File: config.mk
export PLATFORM = sky130hd
export DESIGN_NAME = csf_ctrl
export DESIGN_NICKNAME = d
export VERILOG_FILES = /design/src/sv/csf_pkg.sv /design/src/sv/csf_ctrl.sv
export SDC_FILE = /design/constraint.sdc
export NUM_CORES = 1
export LEC_CHECK = 0
export BUFFER_PORTS_ARGS = -buffer_cell sky130_fd_sc_hd__buf_2
export CAP_MARGIN = 5
export CORE_MARGIN = 1.5
export CORE_UTILIZATION = 48
export CTS_CLUSTER_DIAMETER = 50
export DETAILED_ROUTE_END_ITERATION = 16
export GPL_TIMING_DRIVEN = 0
export PLACE_DENSITY = 0.78
export SYNTH_ARGS = -nofsm -noshare
export SYNTH_HDL_FRONTEND = slang
export SYNTH_SLANG_ARGS = --single-unit
File: constraint.sdc
create_clock -name clk -period 2 [get_ports clk]
set_clock_uncertainty 0.1 [all_clocks]
set_input_delay 0.1 -clock clk [delete_from_list [all_inputs] [get_ports clk]]
set_output_delay 0.1 -clock clk [all_outputs]
set_load 0.05 [all_outputs]
File: src/sv/csf_pkg.sv
// Shared types, codes and constants for the shadow colormap flush block.
`timescale 1ns / 1ps
`default_nettype none

package csf_pkg;

    // Default map depth
    localparam int MAP_ENTRIES_DEF = 256;

    // Reset color of entry zero
    localparam logic [23:0] RGB_WHITE = 24'hFFFFFF;

    // Input opcodes
    localparam logic [1:0] OP_WRITE = 2'd0;
    localparam logic [1:0] OP_READ  = 2'd1;
    localparam logic [1:0] OP_FLUSH = 2'd2;
    localparam logic [1:0] OP_NONE  = 2'd3;

    // Result kinds
    localparam logic [1:0] KIND_ACK   = 2'd0;
    localparam logic [1:0] KIND_READ  = 2'd1;
    localparam logic [1:0] KIND_DAC   = 2'd2;
    localparam logic [1:0] KIND_STRAY = 2'd3;

    // Word selects within one group
    localparam logic [1:0] WORD_FIRST = 2'd0;
    localparam logic [1:0] WORD_MID   = 2'd1;
    localparam logic [1:0] WORD_LAST  = 2'd2;

    typedef struct packed {
        logic [1:0] opcode;
        logic [7:0] entry_index;
        logic [7:0] red;
        logic [7:0] green;
        logic [7:0] blue;
        logic       run_end;
    } in_item_t;

    typedef struct packed {
        logic [1:0]  kind;
        logic [7:0]  red_out;
        logic [7:0]  green_out;
        logic [7:0]  blue_out;
        logic        dac_load_addr;
        logic [7:0]  dac_addr;
        logic [31:0] dac_word;
        logic        last;
        logic        flush_done;
        logic        update_pending;
    } out_item_t;

    typedef enum logic [2:0] {
        ST_CLEAR,
        ST_IDLE,
        ST_EXEC,
        ST_RD_WAIT,
        ST_FETCH,
        ST_WORD0,
        ST_EMIT
    } state_t;

    // Controller to datapath commands
    typedef struct packed {
        logic       clear_step;
        logic       latch_item;
        logic       do_write;
        logic       start_flush;
        logic       fetch_rd;
        logic       fetch_cap;
        logic [1:0] fetch_sel;
        logic       load_ack;
        logic       load_read;
        logic       load_stray;
        logic       load_word;
        logic [1:0] word_sel;
        logic       advance_group;
    } dp_cmd_t;

    // Datapath to controller status
    typedef struct packed {
        logic [1:0] opcode;
        logic       flush_active;
        logic       dirty_zero;
        logic       flush_armed;
        logic       clear_last;
    } dp_stat_t;

endpackage

`default_nettype wire

File: src/sv/csf_ctrl.sv
// Controller: sequences clearing, item decode, group fetch and result delivery.
`timescale 1ns / 1ps
`default_nettype none

module csf_ctrl (
    input  wire                clk,
    input  wire                rst_n,
    input  wire                item_valid,
    output logic               item_ready,
    output logic               result_valid,
    input  wire                result_ready,
    input  csf_pkg::dp_stat_t  stat,
    output csf_pkg::dp_cmd_t   cmd
);
    import csf_pkg::*;

    state_t     state_reg, state_next;
    logic [2:0] fetch_cnt_reg, fetch_cnt_next;
    logic [1:0] word_idx_reg, word_idx_next;
    logic       word_mode_reg, word_mode_next;

    // State register
    always_ff @(posedge clk or negedge rst_n)
    begin
        if (!rst_n)
        begin
            state_reg     <= ST_CLEAR;
            fetch_cnt_reg <= '0;
            word_idx_reg  <= '0;
            word_mode_reg <= 1'b0;
        end
        else
        begin
            state_reg     <= state_next;
            fetch_cnt_reg <= fetch_cnt_next;
            word_idx_reg  <= word_idx_next;
            word_mode_reg <= word_mode_next;
        end
    end

    // Next state and commands
    always_comb
    begin
        state_next     = state_reg;
        fetch_cnt_next = fetch_cnt_reg;
        word_idx_next  = word_idx_reg;
        word_mode_next = word_mode_reg;
        cmd            = '0;
        item_ready     = 1'b0;
        result_valid   = 1'b0;

        unique case (state_reg)
            ST_CLEAR:
            begin
                cmd.clear_step = 1'b1;
                if (stat.clear_last)
                begin
                    state_next = ST_IDLE;
                end
            end
            ST_IDLE:
            begin
                item_ready = 1'b1;
                if (item_valid)
                begin
                    cmd.latch_item = 1'b1;
                    state_next     = ST_EXEC;
                end
            end
            ST_EXEC:
            begin
                fetch_cnt_next = '0;
                word_mode_next = 1'b0;
                unique case (stat.opcode)
                    OP_WRITE:
                    begin
                        cmd.do_write = 1'b1;
                        cmd.load_ack = 1'b1;
                        state_next   = ST_EMIT;
                    end
                    OP_READ:
                    begin
                        // store is addressed by the item index by default
                        state_next = ST_RD_WAIT;
                    end
                    OP_FLUSH:
                    begin
                        if (stat.flush_active)
                        begin
                            state_next = ST_FETCH;
                        end
                        else if (stat.dirty_zero)
                        begin
                            cmd.load_stray = 1'b1;
                            state_next     = ST_EMIT;
                        end
                        else if (!stat.flush_armed)
                        begin
                            state_next = ST_IDLE;
                        end
                        else
                        begin
                            cmd.start_flush = 1'b1;
                            state_next      = ST_FETCH;
                        end
                    end
                    default:
                    begin
                        state_next = ST_IDLE;
                    end
                endcase
            end
            ST_RD_WAIT:
            begin
                cmd.load_read = 1'b1;
                state_next    = ST_EMIT;
            end
            ST_FETCH:
            begin
                // read entry n while capturing entry n-1
                if (fetch_cnt_reg != 3'd4)
                begin
                    cmd.fetch_rd  = 1'b1;
                    cmd.fetch_sel = fetch_cnt_reg[1:0];
                end
                else
                begin
                    state_next = ST_WORD0;
                end
                cmd.fetch_cap  = (fetch_cnt_reg != 3'd0);
                fetch_cnt_next = fetch_cnt_reg + 3'd1;
            end
            ST_WORD0:
            begin
                cmd.load_word     = 1'b1;
                cmd.word_sel      = WORD_FIRST;
                cmd.advance_group = 1'b1;
                word_idx_next     = WORD_FIRST;
                word_mode_next    = 1'b1;
                state_next        = ST_EMIT;
            end
            ST_EMIT:
            begin
                result_valid = 1'b1;
                if (result_ready)
                begin
                    if (word_mode_reg && word_idx_reg != WORD_LAST)
                    begin
                        cmd.load_word = 1'b1;
                        cmd.word_sel  = word_idx_reg + 2'd1;
                        word_idx_next = word_idx_reg + 2'd1;
                    end
                    else
                    begin
                        state_next = ST_IDLE;
                    end
                end
            end
            default:
            begin
                state_next = ST_IDLE;
            end
        endcase
    end

endmodule

`default_nettype wire

; ---- After elaboration in Yosys (flattened, before gate mapping)
; Cells that the tools add are included.
[classes]
addsub = 2
eq_ne = 16
n_mux = 39
n_reduce_logical = 10
[ops]
columns = op, count
row1 = 3-bit 2-to-1 mux, 10
row2 = 1-bit 2-to-1 mux, 18
row3 = 3-bit one-hot mux with 6 select lines, 1
row4 = "2-bit != test, second input constant", 7
row5 = 3-bit one-hot mux with 2 select lines, 2
row6 = "3-bit == test, second input constant", 3
row7 = 3-bit one-hot mux with 3 select lines, 1
row8 = 2-bit 2-to-1 mux, 4
row9 = "3-bit by 2-bit == test with 1-bit output, second input constant", 2
row10 = 2-bit nonzero test, 3
row11 = 5-bit AND reduction, 1
row12 = 4-bit 2-to-1 mux, 1
row13 = 2-bit one-hot mux with 2 select lines, 1
row14 = "3-bit by 1-bit adder with 3-bit output, second input constant", 1
row15 = "3-bit by 1-bit == test with 1-bit output, second input constant", 1
row16 = 3-bit zero test, 1
row17 = "3-bit != test, second input constant", 1
row18 = 3-bit AND reduction, 1
row19 = 3-bit nonzero test, 1
row20 = "2-bit by 1-bit adder with 2-bit output, second input constant", 1
row21 = "2-bit by 1-bit == test with 1-bit output, second input constant", 1
row22 = "2-bit == test, second input constant", 1
row23 = 2-bit zero test, 1
row24 = 1-bit one-hot mux with 2 select lines, 1
row25 = other kinds (2), 2
[word_totals]
register_bits = 9
in_bits = 10
out_inout_bits = 17
wordCells = 71

; ---- Longest topological paths before layout
; Gate-level depths: netlist of run 1.
[depth]
word_depth = 5
depth_mapped = 5
mapped_depth_nobuf = 5

; ---- Worst setup path before layout of run 1
; Ideal clock, no wire load.
[synth_timing]
path_type = flip-flop to output port
startpoint = register state_reg[2]
endpoint = output port cmd[12] (netlist bit)
arrival_ns = 2.042
required_time_ns = 1.800
slack_ns = -0.242
path_stages_with_launch = 5
path_buffers = 2
path_cell_list = dfrtp_1 -> buf_6 -> or4_4 -> nor2_1 -> buf_4
[synth_rtl]
columns = item, line_no
row1 = "start, declared", csf_ctrl.sv:17  ; state_t state_reg, state_next;
row2 = "start signal, assigned", csf_ctrl.sv:34  ; state_reg <= state_next;
row3 = "end, declared", csf_ctrl.sv:13  ; output csf_pkg::dp_cmd_t cmd

==> impl_metrics.csv, run 1 <==
group,metric,value,unit
floorplanning,pin_count,27,
timing,hold_violations,0,
clock_tree,clkTransAtPathRegs,60,ps
worst_setup_path,cp_max_fo,4,
worst_setup_path,slowest_delay,390,ps
final_layout,finish.utilization,64.95,%
worst_setup_path,crit_end,"cmd[2]",
clock_tree,numCtsBuffers,3,
logic_synthesis,synthMuxAreaShare,1.301,%
worst_setup_path,r2r_start,"fetch_cnt_reg[0]",
worst_setup_path,r2r-end,"state_reg[1]",
route,wire_per_inst,13.41,um
grt,grt_overflow,0,
worst_setup_path,cp_cell_sequence,"inv_1, ha_1, and4bb_1, nand3_1, nor2_1, clkbuf_4",
route,ant_nets,0,
placed_design,place_congestion,0.7855,
placed_design,dp_hpwl,1.361,mm
placed_design,port_buffers,26,
logic_synthesis,synth-simple-area-share,31.38,%
timing,worst_pin_slew,263.6,ps
outcome,outcome,"completed",
route,drc_errors,0,
worst_setup_path,r2r.worst_path.cells,5,
final_layout,area_growth,27.15,%
timing,finalCriticalPeriod,1923,ps
worst_setup_path,rrSetupSlack,400,ps
grt,grt_start_max_net_pins,11,
worst_setup_path,path_delay_family,"simple AND/OR/NAND/NOR gates",
clock_tree,htreeDepth,1,
route,wirelength,1.837,mm
logic_synthesis,synth.distinct_cells,39,
logic_synthesis,synth_top_area_share,29.27,%
grt,grt_use_met2,40.00,%
route,vias,748,
run,drv_cap,0,
final_layout,layout.nets,135,
logic_synthesis,syn_area,769.5,um2
timing,max_freq,520.0,MHz
timing,maxSlewHeadroom,82.18,%
route,drt_iter0_markers,12,
final_layout,nFillCells,139,
logic_synthesis,yosys_warnings,0,
worst_setup_path,worstSetupPathDepth,6,
worst_setup_path,cp.arrival,1720,ps
worst_setup_path,cp-end-kind,"primary output",
worst_setup_path,worst-setup-path-type,"reg -> out",
final_layout,fin_cells,137,
logic_synthesis,syn_inst,90,
logic_synthesis,post_synth.cell_area_avg,8.550,um2
logic_synthesis,yosysTopAreaCell,"dfrtp_1",
floorplanning,start_util,51.08,%
logic_synthesis,synth_nets,103,
route,viasPerCell,5.460,
final_layout,antennaDiodeCount,0,
hold_path,hp-class,"in -> reg",
logic_synthesis,yosysSeqAreaShare,29.27,%
grt,gr-max-usage-layer,"met2",
logic_synthesis,synth_edf_count,0,
grt,grt_pass1_wl,3.022,mm
grt,antenna_found_initial,0,
logic_synthesis,synthTopCellsByCount,"9 x dfrtp_1, 7 x inv_1, 6 x nor2_1",
clock_tree,numClockSinks,9,
timing,post-route-period-util,96.15,%
logic_synthesis,synth_flop_cell,"dfrtp_1",
clock_tree,clockBufferDepth,2,
floorplanning,core,1506,um2
grt,met1_usage,25.80,%
worst_setup_path,start_kind,"flop",
grt,grt_use_total,22.01,%
clock_tree,cts_tree,"built",
clock_tree,clk_latency,270,ps
worst_setup_path,crit_required,1800,ps
logic_synthesis,synth_compound_area_share,21.14,%
logic_synthesis,async_flop_share,100.0,%
logic_synthesis,synth_xor_area_share,0,%
final_layout,drive_above_1_share,37.19,%
power,powerDensity,1682,nW/um2
logic_synthesis,yosysMostFrequentCell,"dfrtp_1",
timing,setup_violations,0,
grt,grt_pass1_vias,678,
floorplanning,rows,14,
floorplanning,die_area,1852,um2
worst_setup_path,crit_slowest_cell,"dfrtp_1",
power,irDropWorstVdd,0.9779,mV
logic_synthesis,ys_seq_elements,9,
grt,grtUsageMet3,3.830,%
logic_synthesis,synthAdderAreaFrac,4.878,%
floorplanning,die_w,43.04,um
power,leakage,0.5010,nW
placed_design,dp_cells,132,
worst_setup_path,worst_setup_path_startpoint,"word_idx_reg[0]",
logic_synthesis,synth_top_family_by_area,"simple AND/OR/NAND/NOR gates",
route,dr.pass1.iters,3,
floorplanning,die_height,43.04,um
timing,drv_slew,0,
worst_setup_path,cp_num_buf_inv,2,
clock_tree,root_buffer,"clkbuf_4",
logic_synthesis,synthTopCellsByArea,"dfrtp_1 29%, ha_1 4.9%, buf_4 3.9%",
worst min-delay path, stage by stage:
cell,delay (ps)
buf_2,110
a311oi_1,90
o21bai_1,120
logic make-up (layout without fill, tap and decap cells):
kind of cell,count (synthesis),after routing
compound gates,23,23
fa+ha+maj,3,3
buf+inv,16,47
flops,9,9
mux,1,1
simple gates,38,38
power by group:
group	switching, W	internal (W)
Sequential	0.0000841	0.000264
Combinational	0.000737	0.000413
Clock	0.0000700	0.0000772
Total	0.000891	0.000754
repair_timing:
item / in CTS / in global routing
resized for setup: 0 / 4
hold buffers: 1 / 0
hold endpoints to repair: 9 / 0
endpoints found under the setup margin: 0 / 3
buffers inserted: 0 / 0
layer usage:
| layer | part of all wire [%] | up-vias |
|---|---|---|
| met5 | 0 | - |
| met4 | 0.87 | 0 |
| met3 | 3.6 | 4 |
| met2 | 52 | 15 |
| met1 | 43 | 347 |
| li1 | - | 382 |
layout by cell type, fill, tap and decap left out, types with 2 or more instances in the layout:
cell type	n
a21oi_1	3
clkbuf_4	5
and2_1	3
and3b_1	2
nand2b_1	3
ha_1	3
nor2_1	5
inv_1	7
buf_2	25
nand2_1	5
buf_4	5
nor2b_1	3
dfrtp_1	9
a211o_1	2
a311oi_1	2
and3_1	3
buf_6	2
nor2_2	2
o22ai_1	2
nor3_1	3
o21ai_0	4
o21bai_1	3
worst min-delay path by stage:
stage | start | end | slack, ps | cells past startpoint
floorplan | rst_n | fetch_cnt_reg[0] | -300 | 0
global placement | rst_n | word_idx_reg[1] | -140 | 1
detailed placement | rst_n | word_idx_reg[1] | -140 | 1
CTS | stat[2] | state_reg[1] | 100 | 3
global route | rst_n | word_idx_reg[1] | 130 | 2
finish | stat[2] | state_reg[1] | 100 | 3
layout make-up:
cell class	instances	area (um2)	area share (%)
Clock buffer	4	26.28	2.685
Buffer	8	62.56	6.394
Tap cell	16	20.02	2.046
Timing Repair Buffer	27	147.6	15.09
Multi-Input combinational cell	65	466.7	47.70
Inverter	8	30.03	3.069
Sequential cell	9	225.2	23.02
per-stage QoR:
step	area, um2	hold slack, ps	TNS (ps)	setup WS (ps)	power (W)
detailed placement	934.6	-135.7	0	304.8	0.001496
CTS	970.9	104.0	0	15.45	0.001649
finish	978.4	98.38	0	76.97	0.001645
floorplan	784.5	-295.6	0	13.65	0.001267
global route	978.4	131.3	-13.23	-13.23	0.001776
global placement	934.6	-138.9	0	319.6	0.001471
Power figures use the tool's default switching activity.
==> run 2: changes to the inputs <==
Clock period 2 ns to 2.13 ns, I/O delays scaled along.
==> run 2 against run 1 <==
Net effect:
- via count increased by 1.9%
- final cell count unchanged
- clock power decreased by 3%
- hold slack got worse by 14 ps
- cell area decreased by 1.3%
- die area unchanged
- sequential share of layout area increased by 0.30 points
- utilization decreased by 0.83 points
- highest routed layer unchanged
- non-clock buffer count unchanged
==> impl_metrics.csv, run 2 (synthesized netlist as in run 1, its figures left out) <==
group,metric,value,unit
outcome,outcome,"completed",
placed_design,dp_hpwl,1.349,mm
final_layout,antennaDiodeCount,0,
floorplanning,start_util,51.08,%
grt,grt_start_max_net_pins,11,
grt,grt_pass1_wl,3.001,mm
timing,finalCriticalPeriod,1977,ps
clock_tree,clkTransAtPathRegs,60,ps
floorplanning,die_area,1852,um2
final_layout,final_cell_mix,"28 x buf_2, 9 x dfrtp_1, 7 x inv_1, 5 x nor2_1, 5 x nand2_1",
floorplanning,pin_count,27,
route,viasPerCell,5.562,
hold_path,hp-class,"in -> reg",
clock_tree,root_buffer,"clkbuf_4",
clock_tree,cts_tree,"built",
grt,grt_pass1_vias,669,
power,sequentialPowerShare,21.1,%
route,drt_iter0_markers,6,
timing,hold_violations,0,
final_layout,layout.nets,135,
placed_design,port_buffers,26,
floorplanning,rows,14,
worst_setup_path,cp.arrival,1770,ps
worst_setup_path,start_kind,"flop",
route,wire_per_inst,13.36,um
power,switchingPower,0.0008389,W
run,drv_cap,0,
final_layout,nFillCells,145,
timing,maxSlewHeadroom,80.94,%
timing,fin_tns_setup,0,ps
grt,antenna_found_initial,0,
final_layout,area_growth,25.53,%
clock_tree,numClockSinks,9,
clock_tree,clockBufferDepth,2,
power,pwr-share-comb,69.8,%
worst_setup_path,cp-end-kind,"primary output",
floorplanning,die_w,43.04,um
clock_tree,numCtsBuffers,3,
power,leakage,0.5015,nW
timing,drv_slew,0,
floorplanning,core,1506,um2
timing,post-route-period-util,92.80,%
route,dr.pass1.iters,4,
grt,grt_use_total,22.10,%
timing,max_freq,505.9,MHz
route,drc_errors,0,
power,irDropWorstVdd,1.105,mV
placed_design,place_congestion,0.8017,
power,p_clk_share,9.2,%
timing,setup_violations,0,
timing,whs,84.53,ps
clock_tree,clk_latency,270,ps
final_layout,mostFrequentLayoutCell,"buf_2",
power,netSwitchingFraction,54.35,%
clock_tree,cts_resized,0,
worst_setup_path,crit_required,1920,ps
timing,worst_pin_slew,281.4,ps
route,wirelength,1.830,mm
floorplanning,die_height,43.04,um
power,p_int,0.0007046,W
timing,rsz0062_at_grt,"no",
route,ant_nets,0,
worst_setup_path,worst-setup-path-type,"reg -> out",
final_layout,drive_above_1_share,36.36,%
route,vias,762,
grt,grt_overflow,0,
power,powerDensity,1598,nW/um2
worst_setup_path,cp_max_fo,10,
clock_tree,htreeDepth,1,
run 2: cell types whose count changed in the layout (fill, tap and decap cells not counted), sizes merged:
cell / change
buf: +2
clkbuf: -2
run 2: worst paths after layout:
kind                                  start              end  slack [ps]  depth (start not counted)
min reg2reg                 word_idx_reg[0]  word_idx_reg[0]         410                          1
min                              item_valid     state_reg[0]          80                          4
max in group asynchronous             rst_n     state_reg[0]        1630                          2
max                            state_reg[2]          cmd[12]         150                          5
max reg2reg                fetch_cnt_reg[0]     state_reg[1]         500                          5
min in group asynchronous             rst_n    word_mode_reg         110                          2
run 2: layout make-up:
cell class                 count  area, um2  area share [%]
inverter                       8      30.03           3.109
sequential                     9      225.2           23.32
tap                           16      20.02           2.073
clock buffer                   4      26.28           2.720
multi-input combinational     65      461.7           47.80
buffer                         8      62.56           6.477
timing repair buffer          27      140.1           14.51
run 2: routing by layer:
| metal | part of all wire (%) | global-route usage, % |
|---|---|---|
| met5 | 0 | 0 |
| met4 | 1.4 | 8.485 |
| met3 | 4.2 | 8.085 |
| met2 | 48 | 33.94 |
| met1 | 46 | 28.19 |
run 2: repair_timing:
item | CTS | global route
setup buffers | 0 | 0
endpoints found under the hold margin | 9 | 0
hold buffers | 1 | 0
run 2: per-stage QoR:
stage / setup slack, ps / utilization, % / std cells / instance area (um2) / power (W)
2_1_floorplan: 17.18 / - / 90 / 779.5 / 0.001181
3_3_place_gp: 444.0 / 61.71 / 132 / 929.6 / 0.001370
3_5_place_dp: 442.0 / 61.71 / 132 / 929.6 / 0.001395
4_1_cts: 137.4 / 64.12 / 137 / 965.9 / 0.001547
5_1_grt: 30.30 / 64.12 / 137 / 965.9 / 0.001655
6_report: 153.4 / 64.12 / 137 / 965.9 / 0.001543
run 2: critical path: stages (launching register included):
cell     delay [ps]
dfrtp_1         370
buf_6           140
or4_4           540
nor2_2          100
buf_4           100
buf_2           240
run 2: power by group through the flow:
| stage | clock network (W) | logic [W] | registers (W) |
|---|---|---|---|
| floorplan | 0 | 0.000872 | 0.000309 |
| global placement | 0 | 0.00105 | 0.000321 |
| detailed placement | 0 | 0.00107 | 0.000325 |
| CTS | 0.000147 | 0.00108 | 0.000324 |
| global route | 0.000157 | 0.00116 | 0.000337 |
| finish | 0.000142 | 0.00108 | 0.000325 |
